<file path="config.mk">
export PLATFORM = sky130hd
export DESIGN_NAME = linked_list_engine
export DESIGN_NICKNAME = d
export VERILOG_FILES = /design/src/lle_pkg.sv /design/src/linked_list_engine.sv /design/src/lle_ram.sv
export SDC_FILE = /design/constraint.sdc
export NUM_CORES = 2
export LEC_CHECK = 0
export BUFFER_PORTS_ARGS = -buffer_cell sky130_fd_sc_hd__buf_4
export CORE_MARGIN = 4
export CORE_UTILIZATION = 64
export CTS_BUF_LIST = sky130_fd_sc_hd__clkbuf_16
export CTS_CLUSTER_DIAMETER = 120
export CTS_CLUSTER_SIZE = 24
export DETAILED_ROUTE_END_ITERATION = 12
export PLACE_DENSITY = 0.81
export SETUP_SLACK_MARGIN = 0.2
export SYNTH_ARGS = -nofsm -noshare
export SYNTH_HDL_FRONTEND = slang
export SYNTH_SLANG_ARGS = --single-unit
</file>
<file path="constraint.sdc">
create_clock -name clk -period 10.95 [get_ports clk]
set_input_delay 3.285 -clock clk [delete_from_list [all_inputs] [get_ports clk]]
set_output_delay 3.285 -clock clk [all_outputs]
set_load 0.01 [all_outputs]
</file>
<file path="src/lle_pkg.sv">
// Package for the linked list engine: command and status codes,
// state encoding and the input and result beat structs. No dependencies.
package lle_pkg;

  typedef enum logic [2:0] {
    CMD_INS_HEAD   = 3'd0,
    CMD_INS_TAIL   = 3'd1,
    CMD_INS_AFTER  = 3'd2,
    CMD_DEL_MATCH  = 3'd3,
    CMD_DEL_HEAD   = 3'd4,
    CMD_DEL_TAIL   = 3'd5,
    CMD_SEARCH     = 3'd6,
    CMD_PREFIX_SUM = 3'd7
  } cmd_e_t;

  typedef enum logic [1:0] {
    ST_OK        = 2'd0,
    ST_NOT_FOUND = 2'd1,
    ST_EMPTY     = 2'd2,
    ST_FULL      = 2'd3
  } status_e_t;

  typedef enum logic [2:0] {
    S_IDLE,
    S_WALK,
    S_PREP,
    S_PSUM,
    S_LINK2
  } state_t;

  typedef struct packed {
    cmd_e_t             command;
    logic signed [31:0] value;
    logic signed [31:0] key;
  } in_beat_t;

  typedef struct packed {
    status_e_t          status;
    logic signed [31:0] data;
    logic        [4:0]  position;
    logic               last;
  } out_beat_t;

  localparam int unsigned MAX_RESULTS = 32;

endpackage

</file>
<file path="src/linked_list_engine.sv">
// Linked list engine top level: command sequencer, node walk and result register.
// Depends on lle_pkg and lle_ram (value store and link store).
//
// A command is taken when start is high and busy is low. Insert at head, insert at
// tail into an empty list, and any command that fails at once on a full or empty list
// finish without a walk. Commands that walk the chain advance one node per clock,
// set by the registered read of the link store: search, delete and insert-after walk
// until the match or the end; insert-after then writes a second link, and prefix sum
// walks twice (find, then sum). Each result shows on out_beat for exactly one cycle
// with out_valid high and cannot be stalled; the final result of a command has
// last set. Nodes in use are tracked in flip-flops, so no clearing pass is needed.
module linked_list_engine #(
  parameter int LIST_CAPACITY = 32
) (
  input  logic              clk,
  input  logic              rst_n,
  input  logic              start,
  output logic              busy,
  input  lle_pkg::in_beat_t in_beat,
  output logic              out_valid,
  output lle_pkg::out_beat_t out_beat
);

  import lle_pkg::*;

  localparam int SW = $clog2(LIST_CAPACITY);
  localparam int LW = $clog2(LIST_CAPACITY + 1);

  state_t                    state_r, state_nxt;
  cmd_e_t                    cmd_r, cmd_nxt;
  logic signed [31:0]        val_r, val_nxt;
  logic signed [31:0]        key_r, key_nxt;
  logic [SW-1:0]             cur_r, cur_nxt;
  logic [SW-1:0]             prev_r, prev_nxt;
  logic [SW-1:0]             new_r, new_nxt;
  logic [SW-1:0]             head_r, head_nxt;
  logic [LW-1:0]             pos_r, pos_nxt;
  logic [LW-1:0]             tgt_r, tgt_nxt;
  logic [LW-1:0]             len_r, len_nxt;
  logic [LIST_CAPACITY-1:0]  used_r, used_nxt;
  logic [31:0]               sum_r, sum_nxt;
  out_beat_t                 out_r, out_nxt;
  logic                      out_vld_r, out_vld_nxt;

  logic                      val_we, link_we;
  logic [SW-1:0]             val_waddr, link_waddr, raddr;
  logic [31:0]               val_wdata, rd_val;
  logic [SW-1:0]             link_wdata, rd_link, rd_link_ok;
  logic [SW-1:0]             free_slot;
  logic                      accept, full, empty, hit, at_end;
  logic signed [31:0]        match_val;
  logic [31:0]               pos_ext;

  lle_ram #(.WIDTH(32), .DEPTH(LIST_CAPACITY)) u_values (
    .clk(clk), .we(val_we), .waddr(val_waddr), .wdata(val_wdata),
    .raddr(raddr), .rdata(rd_val)
  );

  lle_ram #(.WIDTH(SW), .DEPTH(LIST_CAPACITY)) u_links (
    .clk(clk), .we(link_we), .waddr(link_waddr), .wdata(link_wdata),
    .raddr(raddr), .rdata(rd_link)
  );

  assign accept     = start && (state_r == S_IDLE);
  assign busy       = (state_r != S_IDLE);
  assign full       = (32'(len_r) >= LIST_CAPACITY);
  assign empty      = (len_r == '0);
  assign rd_link_ok = (32'(rd_link) < LIST_CAPACITY) ? rd_link : '0;
  assign raddr      = (state_r == S_WALK || state_r == S_PSUM) ? rd_link_ok : head_r;
  assign match_val  = (cmd_r == CMD_INS_AFTER) ? key_r : val_r;
  assign at_end     = (pos_r == len_r - LW'(1));
  assign pos_ext    = 32'(pos_r);
  assign out_valid  = out_vld_r;
  assign out_beat   = out_r;

  // lowest free slot
  always_comb begin
    free_slot = '0;
    for (int i = LIST_CAPACITY - 1; i >= 0; i--) begin
      if (!used_r[i]) free_slot = SW'(i);
    end
  end

  always_comb begin
    unique case (cmd_r)
      CMD_INS_TAIL, CMD_DEL_TAIL: hit = at_end;
      CMD_DEL_HEAD:               hit = (pos_r == '0);
      CMD_INS_HEAD:               hit = 1'b1;
      CMD_INS_AFTER, CMD_DEL_MATCH, CMD_SEARCH, CMD_PREFIX_SUM:
                                  hit = (rd_val == match_val);
      default:                    hit = 1'b1;
    endcase
  end

  // next state
  always_comb begin
    state_nxt = state_r;
    unique case (state_r)
      S_IDLE: begin
        if (accept && !(in_beat.command <= CMD_INS_AFTER && full)
            && !(in_beat.command >= CMD_INS_AFTER && empty)
            && in_beat.command != CMD_INS_HEAD
            && !(in_beat.command == CMD_INS_TAIL && empty)) begin
          state_nxt = S_WALK;
        end
      end
      S_WALK: begin
        if (hit) begin
          if (cmd_r == CMD_PREFIX_SUM)     state_nxt = S_PREP;
          else if (cmd_r == CMD_INS_AFTER) state_nxt = S_LINK2;
          else                             state_nxt = S_IDLE;
        end else if (at_end) begin
          state_nxt = S_IDLE;
        end
      end
      S_PREP:  state_nxt = S_PSUM;
      S_PSUM:  if (pos_r == tgt_r) state_nxt = S_IDLE;
      S_LINK2: state_nxt = S_IDLE;
      default: state_nxt = S_IDLE;
    endcase
  end

  // datapath, store writes and results
  always_comb begin
    cmd_nxt     = cmd_r;
    val_nxt     = val_r;
    key_nxt     = key_r;
    cur_nxt     = cur_r;
    prev_nxt    = prev_r;
    new_nxt     = new_r;
    head_nxt    = head_r;
    pos_nxt     = pos_r;
    tgt_nxt     = tgt_r;
    len_nxt     = len_r;
    used_nxt    = used_r;
    sum_nxt     = sum_r;
    out_nxt     = out_r;
    out_vld_nxt = 1'b0;
    val_we      = 1'b0;
    val_waddr   = free_slot;
    val_wdata   = val_r;
    link_we     = 1'b0;
    link_waddr  = free_slot;
    link_wdata  = head_r;

    unique case (state_r)
      S_IDLE: begin
        if (accept) begin
          cmd_nxt          = in_beat.command;
          val_nxt          = in_beat.value;
          key_nxt          = in_beat.key;
          cur_nxt          = head_r;
          prev_nxt         = head_r;
          pos_nxt          = '0;
          out_nxt.status   = ST_OK;
          out_nxt.data     = '0;
          out_nxt.position = '0;
          out_nxt.last     = 1'b1;
          if (in_beat.command <= CMD_INS_AFTER && full) begin
            out_nxt.status = ST_FULL;
            out_vld_nxt    = 1'b1;
          end else if (in_beat.command >= CMD_INS_AFTER && empty) begin
            out_nxt.status = ST_EMPTY;
            out_vld_nxt    = 1'b1;
          end else if (in_beat.command == CMD_INS_HEAD
                       || (in_beat.command == CMD_INS_TAIL && empty)) begin
            val_we               = 1'b1;
            val_wdata            = in_beat.value;
            link_we              = (in_beat.command == CMD_INS_HEAD);
            head_nxt             = free_slot;
            used_nxt[free_slot]  = 1'b1;
            len_nxt              = len_r + LW'(1);
            out_vld_nxt          = 1'b1;
          end
        end
      end
      S_WALK: begin
        out_nxt.status   = ST_OK;
        out_nxt.data     = '0;
        out_nxt.position = '0;
        out_nxt.last     = 1'b1;
        if (hit) begin
          unique case (cmd_r)
            CMD_INS_TAIL: begin
              val_we              = 1'b1;
              link_we             = 1'b1;
              link_waddr          = cur_r;
              link_wdata          = free_slot;
              used_nxt[free_slot] = 1'b1;
              len_nxt             = len_r + LW'(1);
              out_vld_nxt         = 1'b1;
            end
            CMD_INS_AFTER: begin
              val_we              = 1'b1;
              link_we             = 1'b1;
              link_wdata          = rd_link_ok;
              new_nxt             = free_slot;
              used_nxt[free_slot] = 1'b1;
              len_nxt             = len_r + LW'(1);
            end
            CMD_DEL_MATCH, CMD_DEL_HEAD, CMD_DEL_TAIL: begin
              if (pos_r == '0) begin
                head_nxt = rd_link_ok;
              end else begin
                link_we    = 1'b1;
                link_waddr = prev_r;
                link_wdata = rd_link_ok;
              end
              used_nxt[cur_r] = 1'b0;
              len_nxt         = len_r - LW'(1);
              out_vld_nxt     = 1'b1;
            end
            CMD_SEARCH: begin
              out_nxt.data     = rd_val;
              out_nxt.position = pos_ext[4:0];
              out_vld_nxt      = 1'b1;
            end
            CMD_PREFIX_SUM: begin
              tgt_nxt = pos_r;
            end
            default: begin
              out_vld_nxt = 1'b1;
            end
          endcase
        end else if (at_end) begin
          out_nxt.status = ST_NOT_FOUND;
          out_vld_nxt    = 1'b1;
        end else begin
          // advance one node
          prev_nxt = cur_r;
          cur_nxt  = rd_link_ok;
          pos_nxt  = pos_r + LW'(1);
        end
      end
      S_PREP: begin
        pos_nxt = '0;
        sum_nxt = '0;
      end
      S_PSUM: begin
        sum_nxt          = sum_r + rd_val;
        out_nxt.status   = ST_OK;
        out_nxt.data     = sum_r + rd_val;
        out_nxt.position = pos_ext[4:0];
        out_nxt.last     = (pos_r == tgt_r);
        // drop beats beyond the result limit, keep the final one
        out_vld_nxt      = (pos_r == tgt_r) || (pos_ext < MAX_RESULTS - 1);
        pos_nxt          = pos_r + LW'(1);
      end
      S_LINK2: begin
        link_we          = 1'b1;
        link_waddr       = cur_r;
        link_wdata       = new_r;
        out_nxt.status   = ST_OK;
        out_nxt.data     = '0;
        out_nxt.position = '0;
        out_nxt.last     = 1'b1;
        out_vld_nxt      = 1'b1;
      end
      default: begin
        out_vld_nxt = 1'b0;
      end
    endcase
  end

  always_ff @(posedge clk) begin
    if (!rst_n) begin
      state_r   <= S_IDLE;
      head_r    <= '0;
      len_r     <= '0;
      used_r    <= '0;
      out_vld_r <= 1'b0;
    end else begin
      state_r   <= state_nxt;
      head_r    <= head_nxt;
      len_r     <= len_nxt;
      used_r    <= used_nxt;
      out_vld_r <= out_vld_nxt;
    end
  end

  always_ff @(posedge clk) begin
    cmd_r  <= cmd_nxt;
    val_r  <= val_nxt;
    key_r  <= key_nxt;
    cur_r  <= cur_nxt;
    prev_r <= prev_nxt;
    new_r  <= new_nxt;
    pos_r  <= pos_nxt;
    tgt_r  <= tgt_nxt;
    sum_r  <= sum_nxt;
    out_r  <= out_nxt;
  end

  a_len_matches_map: assert property (@(posedge clk) disable iff (!rst_n)
    $countones(used_r) == 32'(len_r))
    else $error("in-use map disagrees with list length");

  a_len_bound: assert property (@(posedge clk) disable iff (!rst_n)
    32'(len_r) <= LIST_CAPACITY)
    else $error("list length beyond capacity");

  a_head_insert_done: assert property (@(posedge clk) disable iff (!rst_n)
    accept && in_beat.command == CMD_INS_HEAD |=> out_valid && out_beat.last && !busy)
    else $error("insert at head did not finish in one cycle");

  a_idle_ends_with_last: assert property (@(posedge clk) disable iff (!rst_n)
    busy ##1 !busy |-> out_valid && out_beat.last)
    else $error("walk ended without a final result");

endmodule

</file>
<file path="src/lle_ram.sv">
// Generic single-write, single-read RAM with registered read data.
// No dependencies.
module lle_ram #(
  parameter int WIDTH = 32,
  parameter int DEPTH = 32
) (
  input  logic                     clk,
  input  logic                     we,
  input  logic [$clog2(DEPTH)-1:0] waddr,
  input  logic [WIDTH-1:0]         wdata,
  input  logic [$clog2(DEPTH)-1:0] raddr,
  output logic [WIDTH-1:0]         rdata
);

  logic [WIDTH-1:0] mem [DEPTH];

  always_ff @(posedge clk) begin
    if (we) begin
      mem[waddr] <= wdata;
    end
    rdata <= mem[raddr];
  end

endmodule

</file>
; ---- Yosys cells after proc, flatten, opt, wreduce, memory -nomap -nowiden
; Memories as Yosys holds them, arrays and structs flattened. A register that Yosys moved wholly into a read port is not among the register bits.
; Index checks and enable logic that the tools add are counted.
[op_classes]
eq_ne = 28
n_bitwise = 3
addsub = 4
order_cmp = 8
n_mux = 127
reduce_logical = 41
[ops]
columns = operator, count
row1 = $mux 32, 11
row2 = $mux 5, 49
row3 = $pmux 32 s2, 3
row4 = $pmux 40 s4, 1
row5 = $mux 37, 2
row6 = $pmux 5 s2, 6
row7 = $mux 6, 8
row8 = $mux 40, 1
row9 = $add 32x32->32, 1
row10 = $and 32x32->32, 1
row11 = $eq 32x32->1, 1
row12 = $not 32->32, 1
row13 = $or 32x32->32, 1
row14 = $mux 1, 26
row15 = $pmux 6 s2, 2
row16 = $pmux 6 s4, 1
row17 = $mux 3, 6
row18 = $eq 3x3->1 const B, 5
row19 = $pmux 5 s3, 1
row20 = $add 6x1->6 const B, 2
row21 = $eq 3x2->1 const B, 4
row22 = $eq 6x6->1, 2
row23 = $logic_not 6->1, 2
row24 = $lt 5x6->1 const B, 2
row25 = other kinds (32), 72
[totals]
register_bits = 213
memories = 2
ramBits = 1184
output_inout_bits = 42
in_bits = 70
word_cells = 231
[mem_list]
columns = name, words, width, read_ports, rd_clocked_by_memory_dff, write_ports, line
row1 = u_values.mem, 32, 32, 1, 1, 1, lle_ram.sv:15  ; logic [WIDTH-1:0] mem [DEPTH];
row2 = u_links.mem, 32, 5, 1, 1, 1, lle_ram.sv:15

; ---- Logic depth before layout (Yosys ltp)
[logic_depth]
word_depth = 42
mapped_depth = 14
ltp_nobuf = 11

; ---- Cells and area by module
; From an unflattened synthesis, not the netlist that was laid out.
[hier_totals]
hier_cells = 3737
hier_area_um2 = 58705.1
[by_module_without_submodules]
columns = mod, cells_per_inst, n_inst, area_each_um2, seq_area_each_um2
row1 = lle_ram at u_values, 2260, 1, 40492.6, 31390.1
row2 = linked_list_engine, 1200, 1, 11867.6, 5925.7
row3 = lle_ram at u_links, 277, 1, 6344.8, 4904.7

; ---- Worst setup path after synthesis
; OpenSTA, ideal clock, no wires.
[synth_path]
path_type = input -> register
start = input start
end = memory u_values.mem[1][0] (enable)
path_stages = 8
setup_slack_ns = 4.692
t_arrival_ns = 5.837
required_ns = 10.529
cell_sequence = nand2_1 -> or3_1 -> a21oi_1 -> nand2_1 -> o31ai_1 -> nand3_1 -> clkbuf_1 -> nor2_1
[synth_between]
elab_chain_cells = 5
[synth_lines]
columns = element, line
row1 = start: declaration, linked_list_engine.sv:17  ; input logic start,
row2 = $logic_and 1x1->1, linked_list_engine.sv:64  ; assign accept = start && (state_r == S_IDLE);
row3 = $mux 1, linked_list_engine.sv:148  ; if (accept) begin
row4 = $pmux 1 s2, linked_list_engine.sv:146  ; unique case (state_r)
row5 = $mux 1, lle_ram.sv:18  ; if (we) begin
row6 = $mux 1 (implied by the code), lle_ram.sv:19  ; mem[waddr] <= wdata;
row7 = end: declaration, lle_ram.sv:15
; No other way between the ends.

; ---- Worst setup path after layout
[layout_path]
start = input start
end = memory u_values.mem[11][5] (enable)
; The elaborated chain is that of the path after synthesis.

==> impl.org <==
** Final layout
- Core utilization of the finished layout :: 69.8%
- The final layout contains 3716 nets.
- The area growth from synthesis to layout is 7.76%.
- Fill cell instance count of the final layout :: 5420
- The finished layout holds 4834 standard cells, fillers aside.
- The post-route netlist has 17.2% of its cells at a drive strength greater than 1.

** Clock network
- Clock tree root buffer cell :: sky130_fd_sc_hd__clkbuf_16
- In this run, CTS created clock tree buffers numbering 70.
- After clock tree synthesis, the flow added hold-fix buffers numbering 0.
- Worst skew pair latency :: 0.68 ns
- Clock slew at reported path FFs :: 0.10 ns
- The clock passes through at most 3 buffers.
- The tree built by TritonCTS fans out to 1434 sinks.
- # resized after CTS :: 0
- TritonCTS built the clock tree.
- Total setup buffers inserted after CTS :: 0
- The H-tree was split into 3 levels.

** Floorplanning
- 112 I/O pins were placed.
- In this run the horizontal extent of the chip is 311 um.
- For this configuration, the core starts out at a cell density of 64.8%.
- Placement row count :: 110
- The die covers 96500 um^2.
- In this run the standard cell core region covers 90400 um^2.
- The die is 311 um tall.

** Setup path
- Max stage delay on crit path :: 1.29 ns
- Critical path type :: input port to flop
- Critical path launch point type :: input port
- Broken down by cell family, the worst path's largest delay share belongs to simple AND/OR/NAND/NOR gates.
- Cell with the largest stage delay on the worst path :: sky130_fd_sc_hd__nor2_4
- Number of gates on the worst path with buffers counted :: 9
- Counting both buffers and inverters, the worst setup path holds a total of 2.
- Arrival time worst endpoint :: 6.75 ns
- WP data required :: 11.23 ns
- The worst setup path is captured at a flop.
- The worst register-to-register path has a depth of 10.
- The signal on the critical path passes through buf_4 -> nand2_1 -> or3_1 -> a21oi_1 -> nand2_1 -> buf_4 -> o31ai_1 -> nand3_1 -> nor2_4.
- In this run the worst path has a maximum fanout of 32.

** Hold path
- Worst min-delay path class :: flop to flop
- The worst hold path was traced through 2 stages.

** STA
- Final hold viol count :: 0
- Static timing analysis puts the maximum clock frequency at 0.154 GHz.
- The total count of max-transition violations in the final report was 0.
- The worst path in the final design needs a cycle of 6.47 ns, including I/O delays and setup.
- Setup repair after global routing missed its margin :: no
- Final cycle utilization of the critical path :: 59.1%
- Hold Worst Slack :: 0.525 ns
- Worst slew margin relative to its limit :: 12.6%
- Worst Max-Slew Pin Slew :: 1.29 ns
- Clk_skew :: 0.0450 ns
- Number of failing setup endpoints in the final timing report :: 0
- Total negative setup slack :: 0 ns

** Routing
- The first detailed-routing pass ran for 7 iterations.
- Number of vias per cell after detailed routing :: 6.94
- Count of unresolved DRC violations after routing :: 0
- Iteration-0 DRC count of the detailed router :: 5371
- Vias :: 33600
- Detailed Route WL :: 145000 um
- Count of antenna-violating nets left after detailed routing :: 0
- After detailed routing, the average wire length per cell comes to 30.0 um.

** Synth
- In the synthesized netlist the dominant register cell turns out to be sky130_fd_sc_hd__edfxtp_1.
- Number of warning messages in the yosys log :: 0
- The cell area that synthesis handed to floorplanning was 58600 um^2.
- Of the synthesized area, sequential elements account for 72.0%.
- Synth Register Bits :: 1434
- Total nets after synthesis :: 3661
- Dividing the synthesized area by the synthesized cell count gives 16.5 um^2.
- Synthesis handed over a netlist of 3555 instances.
- Synthesis instantiated 78 different standard cells from the library.
- Post-synthesis async set-or-reset flop share :: 0%
- Post-synth EDFFs :: 1350

** Placement
- Placed Cells :: 4713
- HPWL after DPL :: 86300 um
- GP Congestion :: 0.957
- Count of input and output buffers :: 111

** Global route
- Initial antenna violation count :: 2
- The via count of the first global-routing pass was 33300.
- GRT Overall Usage :: 30.0%
- The first global-routing pass estimated 216000 um of wire.
- Congestion Overflow GR :: 0
- Entering global routing, the biggest net connects 135 pins.

** Power and ir drop
- Power spread over the standard cell area amounts to 166 nW/um^2.
- The worst-case IR drop observed on VDD is 127 uV.
- Leak :: 21.0 nW

** Status
- Run status :: complete, no violations

** Job
- Number of max-capacitance violations reported :: 0
cells by family (layout without fill, tap and decap cells):
kind of cell    Yosys count  in the layout  synth area share, %
flops                  1434           1434                 72.0
simple gates           1078           1078                 8.49
compound gates          365            365                 4.15
mux                     315            315                 11.7
buf+inv                 245            347                 1.61
xor+xnor                 82             82                 1.23
fa+ha+maj                36             36                0.781
other cells               0              1                    0
placed cells by master (no fill, tap or decap), drive strengths merged, types with 6 or more instances in the layout:
master,synthesis,layout
nand4,23,23
a22o,9,9
nand3b,7,7
nand3,238,238
and3,19,19
a32o,6,6
a211oi,8,8
or3,7,7
dfxtp,84,84
inv,48,93
a21o,43,43
o21ai,122,122
nor3,18,18
ha,35,35
o22ai,7,7
a31oi,10,10
xor2,37,37
buf,45,178
mux2i,19,19
nor2b,15,15
edfxtp,1350,1350
mux4,296,296
a221o,7,7
a31o,7,7
xnor2,45,45
o211ai,33,33
nor2,114,114
nand2b,13,13
o21a,12,12
nand4b,7,7
clkbuf,150,71
nor4,16,16
and2,21,21
a21oi,52,52
nor4bb,9,9
o31ai,7,7
nor4b,19,19
nand2,533,533
layer usage:
layer	track usage (%)	share of wire [%]
met5	0	0
met4	10.3	3.6
met3	7.53	13
met2	47.3	48
met1	41.8	36
registers in the layout, indices dropped and copies added, names as in the netlist, 5 cells and up:
register        count
pos_r               6
head_r              5
key_r              32
val_r              32
len_r               6
new_r               5
u_links.mem       160
cur_r               5
u_values.mem     1024
tgt_r               6
u_links.rdata       5
prev_r              5
sum_r              32
used_r             32
u_values.rdata     32
out_beat           40
synthesized netlist by cell type, types with 10 or more instances:
library cell,instances,share of area (%)
sky130_fd_sc_hd__o211ai_1,33,0.42
sky130_fd_sc_hd__xnor2_1,45,0.67
sky130_fd_sc_hd__nand2_1,533,3.4
sky130_fd_sc_hd__nand3_1,238,2.0
sky130_fd_sc_hd__and3_1,19,0.20
sky130_fd_sc_hd__ha_1,35,0.75
sky130_fd_sc_hd__clkbuf_1,150,0.96
sky130_fd_sc_hd__a31oi_1,10,0.11
sky130_fd_sc_hd__nand4_1,23,0.25
sky130_fd_sc_hd__o21ai_0,117,1.0
sky130_fd_sc_hd__dfxtp_1,84,2.9
sky130_fd_sc_hd__nor4b_1,15,0.22
sky130_fd_sc_hd__nand2b_1,13,0.14
sky130_fd_sc_hd__nor4_1,16,0.17
sky130_fd_sc_hd__nor2_1,114,0.73
sky130_fd_sc_hd__a21oi_1,52,0.44
sky130_fd_sc_hd__nor3_1,18,0.15
sky130_fd_sc_hd__edfxtp_1,1350,69
sky130_fd_sc_hd__nor2b_1,15,0.16
sky130_fd_sc_hd__mux2i_1,19,0.32
sky130_fd_sc_hd__a21o_1,43,0.55
sky130_fd_sc_hd__and2_1,21,0.22
sky130_fd_sc_hd__o21a_1,11,0.14
sky130_fd_sc_hd__mux4_2,296,11
sky130_fd_sc_hd__buf_1,38,0.24
sky130_fd_sc_hd__xor2_1,37,0.55
sky130_fd_sc_hd__inv_1,47,0.30
final timing paths:
path         slack (ns)             endpoint  startpoint
max                4.48  u_values.mem[11][5]       start
min                0.53           used_r[24]  used_r[24]
max reg2reg        4.88  u_values.mem[11][5]    cmd_r[1]
min reg2reg        0.53           used_r[24]  used_r[24]
report_power, final:
part	total [mW]	switching, mW	internal, mW
clock	2.91	1.70	1.21
combinational	1.32	0.823	0.496
sequential	6.28	0.131	6.15
total	10.5	2.65	7.85
worst min-delay path, stage by stage (launching register included):
cell and delay (ns):
sky130_fd_sc_hd__dfxtp_1 0.34, sky130_fd_sc_hd__o211ai_1 0.09, sky130_fd_sc_hd__nand2_1 0.05
layout make-up:
| type | instances | area [um^2] | area share [%] |
|---|---|---|---|
| clock buffers | 71 | 1780 | 2.81 |
| clock inverters | 48 | 277 | 0.438 |
| diodes | 1 | 2.50 | 0.00396 |
| multi-input cells | 1876 | 15800 | 25.1 |
| repair buffers | 178 | 1390 | 2.21 |
| inverters | 50 | 188 | 0.297 |
| well taps | 1176 | 1470 | 2.33 |
| flip-flops and latches | 1434 | 42200 | 66.9 |
through the flow:
| step | cell area, um^2 | power (mW) | setup WS, ns |
|---|---|---|---|
| after global routing | 63200 | 10.9 | 4.32 |
| after floorplan | 58600 | 7.22 | 4.69 |
| after detailed placement | 61100 | 7.68 | 3.88 |
| after global placement | 61100 | 7.64 | 3.91 |
| final | 63200 | 10.5 | 4.48 |
| after CTS | 63100 | 10.5 | 4.56 |
No activity file was read; power rests on OpenSTA's default activity.
